### src/design/dual_tone_cadence_generator_assert.svh
// assertion macros for the dual tone cadence generator
// expects clk and rst_n in the scope of the module that uses them
`ifndef DUAL_TONE_CADENCE_GENERATOR_ASSERT_SVH
`define DUAL_TONE_CADENCE_GENERATOR_ASSERT_SVH

// same-cycle implication
`define DTCG_ASSERT_IMP(lbl, ante, cons) \
  lbl: assert property (@(posedge clk) disable iff (!rst_n) (ante) |-> (cons)) \
    else $error("dtcg assertion failed");

// next-cycle implication
`define DTCG_ASSERT_NXT(lbl, ante, cons) \
  lbl: assert property (@(posedge clk) disable iff (!rst_n) (ante) |=> (cons)) \
    else $error("dtcg assertion failed");

`endif

### src/design/dtcg_pkg.sv
// shared types and constants of the dual tone cadence generator
// no dependencies
`default_nettype none

package dtcg_pkg;

  localparam int DEF_MAX_ITEMS      = 16;
  localparam int DEF_SAMPLES_PER_MS = 8;

  localparam int COEF_W     = 18;
  localparam int START_W    = 16;
  localparam int OSC_W      = 18;
  localparam int SMP_W      = 16;
  localparam int DUR_W      = 16;
  localparam int IDX_IN_W   = 4;
  localparam int CMD_W      = 2;
  localparam int CFG_W      = 5;
  localparam int CFG_IDX_W  = 1;

  // q15 resonator scaling
  localparam int SHIFT_Q    = 15;
  // shared multiplier operand and product widths
  localparam int MUL_XW     = 19;
  localparam int MUL_YW     = 25;
  localparam int PROD_W     = 44;
  // 0.9 gain as a reciprocal multiply, exact floor for magnitudes below 2^18
  localparam int MAG_W       = 18;
  localparam int RECIP_SHIFT = 24;
  localparam int RECIP_K     = ((1 << RECIP_SHIFT) + 9) / 10;
  localparam int MOD_GAIN_Q  = 9 * RECIP_K;
  localparam int MOD_OFFSET  = 32768;

  typedef enum logic [CMD_W-1:0] {
    CMD_TICK    = 2'd0,
    CMD_LOAD    = 2'd1,
    CMD_RESTART = 2'd2
  } cmd_t;

  localparam logic [CFG_IDX_W-1:0] CFG_ITEM_COUNT = 1'd0;
  localparam logic [CFG_IDX_W-1:0] CFG_REPEAT_POS = 1'd1;

  typedef struct packed {
    logic signed [COEF_W-1:0]  coef_a;
    logic signed [START_W-1:0] a_prev;
    logic signed [START_W-1:0] a_cur;
    logic signed [COEF_W-1:0]  coef_b;
    logic signed [START_W-1:0] b_prev;
    logic signed [START_W-1:0] b_cur;
    logic                      mode;
    logic [DUR_W-1:0]          dur;
  } item_t;

  // datapath step strobes, one per computing sequencer state, plus the start-value reload
  typedef struct packed {
    logic mul_a;
    logic load_start;
    logic mul_b;
    logic upd_b;
    logic mul_mag;
    logic mul_mod;
  } dp_ctl_t;

  function automatic int idx_width(input int n);
    idx_width = (n > 1) ? $clog2(n) : 1;
  endfunction

endpackage

`default_nettype wire

### src/design/dtcg_in_if.sv
// input channel of the dual tone cadence generator: command beats
// depends on dtcg_pkg
`default_nettype none

interface dtcg_in_if import dtcg_pkg::*; ();
  logic                      valid;
  logic                      ready;
  logic [CMD_W-1:0]          cmd;
  logic [IDX_IN_W-1:0]       item_index;
  logic signed [COEF_W-1:0]  osc_a_coef;
  logic signed [START_W-1:0] osc_a_start_prev;
  logic signed [START_W-1:0] osc_a_start_cur;
  logic signed [COEF_W-1:0]  osc_b_coef;
  logic signed [START_W-1:0] osc_b_start_prev;
  logic signed [START_W-1:0] osc_b_start_cur;
  logic                      modulate_mode;
  logic [DUR_W-1:0]          duration_ms;

  modport source (
    output valid, cmd, item_index, osc_a_coef, osc_a_start_prev, osc_a_start_cur,
           osc_b_coef, osc_b_start_prev, osc_b_start_cur, modulate_mode, duration_ms,
    input  ready
  );
  modport sink (
    input  valid, cmd, item_index, osc_a_coef, osc_a_start_prev, osc_a_start_cur,
           osc_b_coef, osc_b_start_prev, osc_b_start_cur, modulate_mode, duration_ms,
    output ready
  );
endinterface

`default_nettype wire

### src/design/dtcg_out_if.sv
// result channel of the dual tone cadence generator: sample beats
// depends on dtcg_pkg
`default_nettype none

interface dtcg_out_if import dtcg_pkg::*; ();
  logic                    valid;
  logic                    ready;
  logic signed [SMP_W-1:0] sample;
  logic [IDX_IN_W-1:0]     playing_item;
  logic                    stopped;

  modport source (output valid, sample, playing_item, stopped, input ready);
  modport sink (input valid, sample, playing_item, stopped, output ready);
endinterface

`default_nettype wire

### src/design/dtcg_item_mem.sv
// tone item store: one write port, one registered read port
// depends on dtcg_pkg
`default_nettype none

module dtcg_item_mem import dtcg_pkg::*; #(
  parameter int MAX_ITEMS = DEF_MAX_ITEMS
) (
  input  logic                            clk,
  input  logic                            we,
  input  logic [idx_width(MAX_ITEMS)-1:0] waddr,
  input  item_t                           wdata,
  input  logic                            re,
  input  logic [idx_width(MAX_ITEMS)-1:0] raddr,
  output item_t                           rdata
);

  item_t mem [MAX_ITEMS];
  item_t rdata_r;

  always_ff @(posedge clk) begin
    if (we) begin
      mem[waddr] <= wdata;
    end
    if (re) begin
      rdata_r <= mem[raddr];
    end
  end

  assign rdata = rdata_r;

endmodule

`default_nettype wire

### src/design/dtcg_voice.sv
// resonator pair datapath with one shared multiplier
// depends on dtcg_pkg; stepped by dp_ctl_t strobes from the top level
`default_nettype none

module dtcg_voice import dtcg_pkg::*; (
  input  logic                    clk,
  input  dp_ctl_t                 ctl,
  input  item_t                   entry,
  output logic signed [SMP_W-1:0] sample
);

  localparam int DW = OSC_W + 1;

  logic signed [OSC_W-1:0]  a_prev_r, a_prev_nxt, a_cur_r, a_cur_nxt;
  logic signed [OSC_W-1:0]  b_prev_r, b_prev_nxt, b_cur_r, b_cur_nxt;
  logic signed [PROD_W-1:0] prod_r, prod_nxt;
  logic [MAG_W-1:0]         mag_r, mag_nxt;

  logic signed [OSC_W-1:0]  a_eff_prev, a_eff_cur, b_eff_prev, b_eff_cur;
  logic signed [OSC_W-1:0]  res_base, res_new;
  logic signed [DW-1:0]     off_d;
  logic [MAG_W-1:0]         gain;
  logic signed [MUL_XW-1:0] mx;
  logic signed [MUL_YW-1:0] my;

  always_comb begin
    // start values replace the running state on a reload
    a_eff_prev = ctl.load_start ? OSC_W'(entry.a_prev) : a_prev_r;
    a_eff_cur  = ctl.load_start ? OSC_W'(entry.a_cur)  : a_cur_r;
    b_eff_prev = ctl.load_start ? OSC_W'(entry.b_prev) : b_prev_r;
    b_eff_cur  = ctl.load_start ? OSC_W'(entry.b_cur)  : b_cur_r;

    // new cur = ((coef * cur) >>> 15) - prev, wrapped to the state width
    res_base = ctl.upd_b ? b_prev_r : a_prev_r;
    res_new  = $signed(prod_r[SHIFT_Q+OSC_W-1:SHIFT_Q]) - res_base;

    off_d   = DW'(res_new) - DW'(MOD_OFFSET);
    gain    = prod_r[RECIP_SHIFT+MAG_W-1:RECIP_SHIFT] + MAG_W'(1);

    mx = '0;
    my = '0;
    if (ctl.mul_a) begin
      mx = MUL_XW'(a_eff_cur);
      my = MUL_YW'(entry.coef_a);
    end else if (ctl.mul_b) begin
      mx = MUL_XW'(b_cur_r);
      my = MUL_YW'(entry.coef_b);
    end else if (ctl.mul_mag) begin
      mx = $signed({1'b0, mag_r});
      my = MUL_YW'(MOD_GAIN_Q);
    end else if (ctl.mul_mod) begin
      mx = MUL_XW'(a_cur_r);
      my = MUL_YW'($signed({1'b0, gain}));
    end

    prod_nxt = prod_r;
    if (ctl.mul_a || ctl.mul_b || ctl.mul_mag || ctl.mul_mod) begin
      prod_nxt = PROD_W'(mx) * PROD_W'(my);
    end

    a_prev_nxt = a_prev_r;
    a_cur_nxt  = a_cur_r;
    b_prev_nxt = b_prev_r;
    b_cur_nxt  = b_cur_r;
    mag_nxt    = mag_r;
    if (ctl.mul_a) begin
      a_prev_nxt = a_eff_prev;
      a_cur_nxt  = a_eff_cur;
      b_prev_nxt = b_eff_prev;
      b_cur_nxt  = b_eff_cur;
    end
    if (ctl.mul_b) begin
      a_prev_nxt = a_cur_r;
      a_cur_nxt  = res_new;
    end
    if (ctl.upd_b) begin
      b_prev_nxt = b_cur_r;
      b_cur_nxt  = res_new;
      // |b - 32768|
      mag_nxt    = off_d[DW-1] ? MAG_W'(-off_d) : MAG_W'(off_d);
    end
  end

  always_ff @(posedge clk) begin
    a_prev_r <= a_prev_nxt;
    a_cur_r  <= a_cur_nxt;
    b_prev_r <= b_prev_nxt;
    b_cur_r  <= b_cur_nxt;
    prod_r   <= prod_nxt;
    mag_r    <= mag_nxt;
  end

  assign sample = entry.mode ? $signed(prod_r[SHIFT_Q+SMP_W-1:SHIFT_Q])
                             : a_cur_r[SMP_W-1:0] + b_cur_r[SMP_W-1:0];

endmodule

`default_nettype wire

### src/design/dual_tone_cadence_generator.sv
// top level of the dual tone cadence generator: sequencer, playback state, result register
// depends on dtcg_pkg, dtcg_in_if, dtcg_out_if, dtcg_item_mem, dtcg_voice
`default_nettype none
`include "dual_tone_cadence_generator_assert.svh"

// Plays a list of tone items, one 16-bit sample per tick beat. Each item lives in an item
// memory with one write and one read port (coefficients, start values, mode, duration) and
// is read once per tick that is not halted; the two resonators run in registers and share a
// single 19x25 multiplier. A tick steps through memory read, product A, product B, update B
// and result in mix mode; in modulate mode the multiplier is used twice more, for the 0.9
// gain and the A times gain product, before the result. A tick while halted gives sample 0
// with stopped set. Load and restart beats and configuration writes give no result. The
// result sits in an output register, so load and restart beats are still taken while a
// sample waits downstream; a tick finishes only once that register is free. There is no
// clearing pass: an item that was never loaded plays undefined values.
module dual_tone_cadence_generator import dtcg_pkg::*; #(
  parameter int MAX_ITEMS      = DEF_MAX_ITEMS,
  parameter int SAMPLES_PER_MS = DEF_SAMPLES_PER_MS
) (
  input  logic                 clk,
  input  logic                 rst_n,
  dtcg_in_if.sink              in_chan,
  dtcg_out_if.source           out_chan,
  input  logic                 cfg_we,
  input  logic [CFG_IDX_W-1:0] cfg_idx,
  input  logic [CFG_W-1:0]     cfg_wdata
);

  localparam int IDX_W = idx_width(MAX_ITEMS);
  // wide enough for duration * samples per ms
  localparam int CNT_W = $clog2(((1 << DUR_W) - 1) * SAMPLES_PER_MS + 1);

  typedef enum logic [6:0] {
    S_IDLE = 7'b0000001,
    S_MA   = 7'b0000010,
    S_MB   = 7'b0000100,
    S_MM   = 7'b0001000,
    S_MP   = 7'b0010000,
    S_MS   = 7'b0100000,
    S_FIN  = 7'b1000000
  } state_t;

  state_t                  state_r, state_nxt;
  logic [IDX_W-1:0]        cur_item_r, cur_item_nxt;
  logic                    loaded_r, loaded_nxt;
  logic                    halted_r, halted_nxt;
  logic [CNT_W-1:0]        count_r, count_nxt;
  logic [CFG_W-1:0]        item_count_r;
  logic signed [CFG_W-1:0] repeat_pos_r;

  logic                    out_valid_r, out_valid_nxt;
  logic signed [SMP_W-1:0] out_sample_r;
  logic [IDX_IN_W-1:0]     out_item_r;
  logic                    out_stopped_r;

  logic       in_acc, is_tick, is_load, is_restart, load_ok;
  logic       mem_re, mem_we, fin_go;
  item_t      wr_item, entry;
  dp_ctl_t    ctl;
  logic signed [SMP_W-1:0] voice_sample;

  // playback advance
  logic [IDX_W:0]   next_ext;
  logic             list_end, rp_bad;
  logic [IDX_W-1:0] new_item;
  logic [CNT_W-1:0] cnt_inc, thr;

  // ---------------------------------------------------------------- input decode
  assign in_chan.ready = (state_r == S_IDLE);
  assign in_acc        = in_chan.valid && in_chan.ready;
  assign is_tick       = in_acc && (in_chan.cmd == CMD_TICK);
  assign is_load       = in_acc && (in_chan.cmd == CMD_LOAD);
  assign is_restart    = in_acc && (in_chan.cmd == CMD_RESTART);
  // loads beyond the list depth are dropped
  assign load_ok       = int'(in_chan.item_index) < MAX_ITEMS;

  assign mem_we = is_load && load_ok;
  // a halted tick needs no item data
  assign mem_re = is_tick && !halted_r;

  always_comb begin
    wr_item.coef_a = in_chan.osc_a_coef;
    wr_item.a_prev = in_chan.osc_a_start_prev;
    wr_item.a_cur  = in_chan.osc_a_start_cur;
    wr_item.coef_b = in_chan.osc_b_coef;
    wr_item.b_prev = in_chan.osc_b_start_prev;
    wr_item.b_cur  = in_chan.osc_b_start_cur;
    wr_item.mode   = in_chan.modulate_mode;
    wr_item.dur    = in_chan.duration_ms;
  end

  dtcg_item_mem #(
    .MAX_ITEMS (MAX_ITEMS)
  ) u_item_mem (
    .clk   (clk),
    .we    (mem_we),
    .waddr (IDX_W'(in_chan.item_index)),
    .wdata (wr_item),
    .re    (mem_re),
    .raddr (cur_item_r),
    .rdata (entry)
  );

  // ---------------------------------------------------------------- datapath
  always_comb begin
    ctl.mul_a      = (state_r == S_MA);
    ctl.load_start = !loaded_r;
    ctl.mul_b      = (state_r == S_MB);
    ctl.upd_b      = (state_r == S_MM);
    ctl.mul_mag    = (state_r == S_MP);
    ctl.mul_mod    = (state_r == S_MS);
  end

  dtcg_voice u_voice (
    .clk    (clk),
    .ctl    (ctl),
    .entry  (entry),
    .sample (voice_sample)
  );

  // ---------------------------------------------------------------- sequencer
  // result register must be free (or draining) before a tick completes
  assign fin_go = (state_r == S_FIN) && (!out_valid_r || out_chan.ready);

  always_comb begin
    state_nxt = state_r;
    case (state_r)
      S_IDLE: begin
        if (is_tick) begin
          state_nxt = halted_r ? S_FIN : S_MA;
        end
      end
      S_MA: state_nxt = S_MB;
      S_MB: state_nxt = S_MM;
      S_MM: state_nxt = entry.mode ? S_MP : S_FIN;
      S_MP: state_nxt = S_MS;
      S_MS: state_nxt = S_FIN;
      S_FIN: begin
        if (fin_go) begin
          state_nxt = S_IDLE;
        end
      end
      default: state_nxt = S_IDLE;
    endcase
  end

  // ---------------------------------------------------------------- playback position
  always_comb begin
    next_ext = {1'b0, cur_item_r} + (IDX_W+1)'(1);
    list_end = (int'(next_ext) >= int'(item_count_r)) || (int'(next_ext) >= MAX_ITEMS);
    // negative or out-of-range repeat position stops playback
    rp_bad   = (int'(repeat_pos_r) < 0) || (int'(repeat_pos_r) >= MAX_ITEMS);
    if (!list_end) begin
      new_item = next_ext[IDX_W-1:0];
    end else if (rp_bad) begin
      new_item = cur_item_r;
    end else begin
      new_item = IDX_W'(repeat_pos_r);
    end
    cnt_inc = count_r + CNT_W'(1);
    thr     = CNT_W'(entry.dur) * CNT_W'(SAMPLES_PER_MS);
  end

  always_comb begin
    cur_item_nxt = cur_item_r;
    loaded_nxt   = loaded_r;
    halted_nxt   = halted_r;
    count_nxt    = count_r;

    if (is_restart) begin
      cur_item_nxt = '0;
      loaded_nxt   = 1'b0;
      halted_nxt   = 1'b0;
      count_nxt    = '0;
    end

    if (state_r == S_MA) begin
      loaded_nxt = 1'b1;
    end

    // zero duration plays the item forever and leaves the count alone
    if (fin_go && !halted_r && (entry.dur != '0)) begin
      if (cnt_inc >= thr) begin
        count_nxt    = '0;
        cur_item_nxt = new_item;
        if (list_end && rp_bad) begin
          halted_nxt = 1'b1;
        end
        // a repeat onto the same item keeps the running resonators
        if (new_item != cur_item_r) begin
          loaded_nxt = 1'b0;
        end
      end else begin
        count_nxt = cnt_inc;
      end
    end
  end

  always_ff @(posedge clk) begin
    if (!rst_n) begin
      state_r      <= S_IDLE;
      cur_item_r   <= '0;
      loaded_r     <= 1'b0;
      halted_r     <= 1'b0;
      count_r      <= '0;
      item_count_r <= CFG_W'(1);
      repeat_pos_r <= -CFG_W'(1);
      out_valid_r  <= 1'b0;
    end else begin
      state_r     <= state_nxt;
      cur_item_r  <= cur_item_nxt;
      loaded_r    <= loaded_nxt;
      halted_r    <= halted_nxt;
      count_r     <= count_nxt;
      out_valid_r <= out_valid_nxt;
      if (cfg_we) begin
        case (cfg_idx)
          CFG_ITEM_COUNT: item_count_r <= cfg_wdata;
          CFG_REPEAT_POS: repeat_pos_r <= $signed(cfg_wdata);
          default: ;
        endcase
      end
    end
  end

  // ---------------------------------------------------------------- result register
  always_comb begin
    out_valid_nxt = out_valid_r;
    if (fin_go) begin
      out_valid_nxt = 1'b1;
    end else if (out_chan.ready) begin
      out_valid_nxt = 1'b0;
    end
  end

  always_ff @(posedge clk) begin
    if (fin_go) begin
      out_sample_r  <= halted_r ? '0 : voice_sample;
      out_item_r    <= IDX_IN_W'(cur_item_r);
      out_stopped_r <= halted_r;
    end
  end

  assign out_chan.valid        = out_valid_r;
  assign out_chan.sample       = out_sample_r;
  assign out_chan.playing_item = out_item_r;
  assign out_chan.stopped      = out_stopped_r;

  // ---------------------------------------------------------------- checks
  `DTCG_ASSERT_IMP(a_item_in_range, 1'b1, int'(cur_item_r) < MAX_ITEMS)
  `DTCG_ASSERT_NXT(a_restart_clears, is_restart, !halted_r && !loaded_r && count_r == '0)
  `DTCG_ASSERT_NXT(a_halt_beat_zero, fin_go && halted_r, out_valid_r && out_stopped_r && out_sample_r == '0)
  `DTCG_ASSERT_IMP(a_step_after_read, state_r == S_MA, $past(mem_re))

endmodule

`default_nettype wire
### src/flat_wrapper.sv
// flat-port wrapper written by rule: the top's interface ports become plain ports
module dual_tone_cadence_generator_flat import dtcg_pkg::*;
#(
  parameter int MAX_ITEMS      = DEF_MAX_ITEMS,
  parameter int SAMPLES_PER_MS = DEF_SAMPLES_PER_MS
)
  (clk, rst_n, cfg_we, cfg_idx, cfg_wdata, in_chan_valid, in_chan_cmd, in_chan_item_index, in_chan_osc_a_coef, in_chan_osc_a_start_prev, in_chan_osc_a_start_cur, in_chan_osc_b_coef, in_chan_osc_b_start_prev, in_chan_osc_b_start_cur, in_chan_modulate_mode, in_chan_duration_ms, in_chan_ready, out_chan_valid, out_chan_sample, out_chan_playing_item, out_chan_stopped, out_chan_ready);
  dtcg_in_if in_chan_i ();
  dtcg_out_if out_chan_i ();
  input  logic clk;
  input  logic rst_n;
  input  logic cfg_we;
  input  logic [CFG_IDX_W-1:0] cfg_idx;
  input  logic [CFG_W-1:0] cfg_wdata;
  input wire logic [$bits(in_chan_i.valid)-1:0] in_chan_valid;
  input wire logic [$bits(in_chan_i.cmd)-1:0] in_chan_cmd;
  input wire logic [$bits(in_chan_i.item_index)-1:0] in_chan_item_index;
  input wire logic [$bits(in_chan_i.osc_a_coef)-1:0] in_chan_osc_a_coef;
  input wire logic [$bits(in_chan_i.osc_a_start_prev)-1:0] in_chan_osc_a_start_prev;
  input wire logic [$bits(in_chan_i.osc_a_start_cur)-1:0] in_chan_osc_a_start_cur;
  input wire logic [$bits(in_chan_i.osc_b_coef)-1:0] in_chan_osc_b_coef;
  input wire logic [$bits(in_chan_i.osc_b_start_prev)-1:0] in_chan_osc_b_start_prev;
  input wire logic [$bits(in_chan_i.osc_b_start_cur)-1:0] in_chan_osc_b_start_cur;
  input wire logic [$bits(in_chan_i.modulate_mode)-1:0] in_chan_modulate_mode;
  input wire logic [$bits(in_chan_i.duration_ms)-1:0] in_chan_duration_ms;
  output wire logic [$bits(in_chan_i.ready)-1:0] in_chan_ready;
  output wire logic [$bits(out_chan_i.valid)-1:0] out_chan_valid;
  output wire logic [$bits(out_chan_i.sample)-1:0] out_chan_sample;
  output wire logic [$bits(out_chan_i.playing_item)-1:0] out_chan_playing_item;
  output wire logic [$bits(out_chan_i.stopped)-1:0] out_chan_stopped;
  input wire logic [$bits(out_chan_i.ready)-1:0] out_chan_ready;
  assign in_chan_i.valid = in_chan_valid;
  assign in_chan_i.cmd = in_chan_cmd;
  assign in_chan_i.item_index = in_chan_item_index;
  assign in_chan_i.osc_a_coef = in_chan_osc_a_coef;
  assign in_chan_i.osc_a_start_prev = in_chan_osc_a_start_prev;
  assign in_chan_i.osc_a_start_cur = in_chan_osc_a_start_cur;
  assign in_chan_i.osc_b_coef = in_chan_osc_b_coef;
  assign in_chan_i.osc_b_start_prev = in_chan_osc_b_start_prev;
  assign in_chan_i.osc_b_start_cur = in_chan_osc_b_start_cur;
  assign in_chan_i.modulate_mode = in_chan_modulate_mode;
  assign in_chan_i.duration_ms = in_chan_duration_ms;
  assign in_chan_ready = in_chan_i.ready;
  assign out_chan_valid = out_chan_i.valid;
  assign out_chan_sample = out_chan_i.sample;
  assign out_chan_playing_item = out_chan_i.playing_item;
  assign out_chan_stopped = out_chan_i.stopped;
  assign out_chan_i.ready = out_chan_ready;
  dual_tone_cadence_generator #(.MAX_ITEMS(MAX_ITEMS), .SAMPLES_PER_MS(SAMPLES_PER_MS)) u_core (.clk(clk), .rst_n(rst_n), .in_chan(in_chan_i), .out_chan(out_chan_i), .cfg_we(cfg_we), .cfg_idx(cfg_idx), .cfg_wdata(cfg_wdata));
endmodule
### config.mk
export PLATFORM = sky130hd
export DESIGN_NAME = dual_tone_cadence_generator_flat
export DESIGN_NICKNAME = d
export VERILOG_FILES = /design/src/design/dtcg_pkg.sv /design/src/design/dtcg_in_if.sv /design/src/design/dtcg_out_if.sv /design/src/design/dtcg_item_mem.sv /design/src/design/dtcg_voice.sv /design/src/design/dual_tone_cadence_generator.sv /design/src/flat_wrapper.sv
export VERILOG_INCLUDE_DIRS = /design/src /design/src/design
export SDC_FILE = /design/constraint.sdc
export NUM_CORES = 2
export LEC_CHECK = 0
export BUFFER_PORTS_ARGS = -buffer_cell sky130_fd_sc_hd__buf_2
export CAP_MARGIN = 5
export CORE_ASPECT_RATIO = 2
export CORE_UTILIZATION = 53
export CTS_BUF_LIST = sky130_fd_sc_hd__clkbuf_4 sky130_fd_sc_hd__clkbuf_8
export DETAILED_ROUTE_END_ITERATION = 6
export HOLD_SLACK_MARGIN = 0.03
export PLACE_DENSITY = 0.69
export SETUP_SLACK_MARGIN = 0.05
export SYNTH_ARGS = -nofsm -noshare
export SYNTH_HDL_FRONTEND = slang
export SYNTH_SLANG_ARGS = --single-unit
### constraint.sdc
create_clock -name clk -period 14.51 [get_ports clk]
set_clock_uncertainty 0.05 [all_clocks]
set_input_delay 2.1765 -clock clk [delete_from_list [all_inputs] [get_ports clk]]
set_output_delay 2.1765 -clock clk [all_outputs]
set_load 0.02 [all_outputs]
==> results.toml <==
[outcome]
status = "complete, but fails checks"
violations = "design-rule violations"

[setup_path]
crit_start = "u_core.state_r[0]"
rrSetupSlack_ns = 3.91
crit_family = "adder cells"
critical_path.most_common_cell = "fa_1"
crit_end = "u_core.u_voice.prod_r[36]"
worst-path-stages = 31
crit_path_top_delay_cell = "a221oi_1"
cp-end-kind = "flip-flop"
rr_worst_depth = 31
crit_type = "reg2reg"
critPathMaxFanout = 60
critical_path_arrival_ns = 11.20
r2r-start = "u_core.state_r[0]"
r2r_end = "u_core.u_voice.prod_r[36]"
cpPeakStageDelay_ns = 0.88
start_kind = "flip-flop"
critPathRequiredTime_ns = 15.11
critPathBufInv = 6

[logic_synthesis]
yosysSeqAreaShare = 0.648
ys.warnings.count = 0
synth-seq-cells = 2170
synth_edf_count = 2127
synth.distinct_cells = 77
syn-cell-area_sq_um = 99900
syn_nets = 6339
syn_avg_cell_area_sq_um = 17.9
synthFlopType = "edfxtp_1"
async_flop_share = 0
netlist_instances = 5578

[clock_network]
cts_setup_buffers = 0
numCtsBuffers = 296
cts-hold-fix-buffers = 0
clock_tree.htree_level_count = 5
post_cts_resized = 0
clkTransAtPathRegs_ns = 0.07
insertion_delay_ns = 0.93
cts-root-buf = "clkbuf_8"
cts_tree = "yes"
cts_buffer_depth = 4
clock_sinks = 2170

[detailed_routing]
drt_first_pass_iters = 7
ant_nets = 0
vias_per_cell = 6.12
num_vias = 52900
remaining_drc_errors = 2
drt_wl_total_microns = 262000
drt_iter0_drc = 4689
avgRoutedWirePerCell_microns = 30.4

[final_layout]
multi_input_area_sq_um = 32500
fill_cells = 14000
layout-area-overhead-vs-synth_pct = 9.83
finalNetCount = 6665
drive_gt1_frac = 0.227
seq_area_sq_um = 64700

[hold_path]
min_path_type = "reg2reg"

[sta]
max_freq_mhz = 94.3
hold_viol = 0
setup_viol = 0
rsz0062_at_grt = "false"
fin_crit_ns = 10.60
slew_headroom = 0.137
slew_violations = 0
period_share = 0.731
fin_tns_setup_ns = 0
setup_ws_ns = 3.91
worstMarginPinSlew_ns = 1.29

[pwr]
irDropWorstVdd_v = 0.0000703
powerDensity_nw_per_um2 = 107
leakagePower_nw = 37.2

[placed_design]
pre_cts_slack_ns = 4.00
port_buffers = 156
gp_congestion = 1.03
dp_hpwl_microns = 167000

[floorplan]
dieHeight_microns = 616
ioPinCount = 157
die_w_microns = 309
dieArea_sq_um = 190000
core-area_sq_um = 187000
placement_rows = 225
initial_core_util = 0.533

[global_route]
grt_max_degree = 145
grt_pass1_wl_microns = 379000
grt_pass1_vias = 56100
antenna_found_initial = 48
grt_usage = 0.281
overflow = 0

[flow_run]
max_cap_violations = 0
flip-flops by register name (all words and copies together) (netlist names), 4 cells and up:
| name | count |
|---|---|
| u_core.count_r | 19 |
| u_core.cur_item_r | 4 |
| u_core.item_count_r | 5 |
| u_core.out_chan.playing_item | 4 |
| u_core.out_chan.sample | 16 |
| u_core.repeat_pos_r | 5 |
| u_core.state_r | 7 |
| u_core.u_item_mem.mem | 1872 |
| u_core.u_item_mem.rdata | 117 |
| u_core.u_voice.a_cur_r | 18 |
| u_core.u_voice.a_prev_r | 18 |
| u_core.u_voice.b_cur_r | 18 |
| u_core.u_voice.b_prev_r | 18 |
| u_core.u_voice.mag_r | 18 |
| u_core.u_voice.prod_r | 27 |
power by group:
| part | leakage (nW) | internal (W) | switching (W) | total [W] |
|---|---|---|---|---|
| logic | 14.8 | 0.0000643 | 0.000198 | 0.000262 |
| registers | 19.4 | 0.00692 | 0.0000309 | 0.00695 |
| clock network | 2.96 | 0.00230 | 0.00223 | 0.00454 |
worst reg2reg max path, delay by kind of cell (launching register included):
family          cells  cell delay, ns
compound gates      8            2.54
xor+xnor            1            0.09
fa+ha+maj           8            3.53
buf+inv             6            0.98
flops               1            0.36
simple gates        8            2.85
cell families (layout without fill, tap and decap cells):
group                      Yosys count  after routing  share of synthesized area
AOI/OAI and AO/OA                  332            332                     0.0236
adders and majority gates          627            627                      0.112
DFF                               2170           2170                      0.648
xor gates and xnor gates           111            111                    0.00973
muxes                              628            628                      0.136
and+or+nand+nor                    953            953                     0.0415
other                                0             14                          0
buffers and inverters              757           1299                     0.0285
area by class of cell:
cell class,count,area share
sequential,2170,0.590
tap,2497,0.0285
antenna,14,0.000319
timing repair buffer,267,0.0155
clock buffer,385,0.0439
clock inverter,129,0.00741
inverter,518,0.0177
multi-input combinational,2651,0.297
layout by cell type (no fill, tap or decap), drive strengths merged, types with 17 or more instances in the layout:
cell type / synthesis / layout
nor2: 319 / 319
o221ai: 18 / 18
and2: 19 / 19
xor2: 41 / 41
mux4: 585 / 585
nor3: 25 / 25
o221a: 17 / 17
mux2i: 28 / 28
a21o: 29 / 29
a22oi: 25 / 25
and3: 24 / 24
o21a: 17 / 17
nor2b: 37 / 37
dfxtp: 43 / 43
clkinv: 0 / 103
xnor2: 70 / 70
a21oi: 69 / 69
clkbuf: 207 / 385
nand2: 407 / 407
fa: 450 / 450
ha: 177 / 177
a221o: 17 / 17
edfxtp: 2127 / 2127
buf: 32 / 267
nand3: 41 / 41
o21ai: 71 / 71
inv: 518 / 527
metal layers:
metal / global-route usage / wire length, microns / vias up
li1: - / - / 21800
met1: 0.330 / 92000 / 28000
met2: 0.484 / 137000 / 2201
met3: 0.0473 / 16000 / 739
met4: 0.164 / 17200 / 50
met5: 0 / 322 / -
how the worst min path moves through the flow:
stage	slack, ns	end	from	cells after the start
2_1_floorplan	0.36	u_core.out_chan.playing_item[2]	u_core.cur_item_r[2]	0
3_3_place_gp	0.40	u_core.repeat_pos_r[3]	u_core.repeat_pos_r[3]	2
3_5_place_dp	0.41	u_core.repeat_pos_r[2]	u_core.repeat_pos_r[2]	2
4_1_cts	0.43	u_core.repeat_pos_r[2]	u_core.repeat_pos_r[2]	2
5_1_grt	0.45	u_core.repeat_pos_r[1]	u_core.repeat_pos_r[1]	2
6_report	0.43	u_core.repeat_pos_r[2]	u_core.repeat_pos_r[2]	2
per-stage QoR:
stage          power, W  hold WS, ns  area, sq um   util  std cells
6_report         0.0118        0.431       110000  0.585       8631
2_1_floorplan   0.00719        0.356        99900      -       5578
4_1_cts          0.0118        0.427       110000  0.585       8617
5_1_grt          0.0121        0.448       110000  0.585       8619
3_3_place_gp    0.00734        0.402       104000  0.555       8103
3_5_place_dp    0.00735        0.410       104000  0.555       8103
cell usage after synthesis (41+ instances only):
cell type  number  area (sq um)
edfxtp_1     2127         63900
mux4_2        585         13200
inv_1         517          1940
fa_1          450          9010
nand2_1       407          1530
nor2_1        319          1200
clkbuf_1      207           777
ha_1          177          2210
xnor2_1        70           613
a21oi_1        68           340
o21ai_0        62           310
dfxtp_1        43           861
xor2_1         41           359
(Power assumes the default switching activity.)
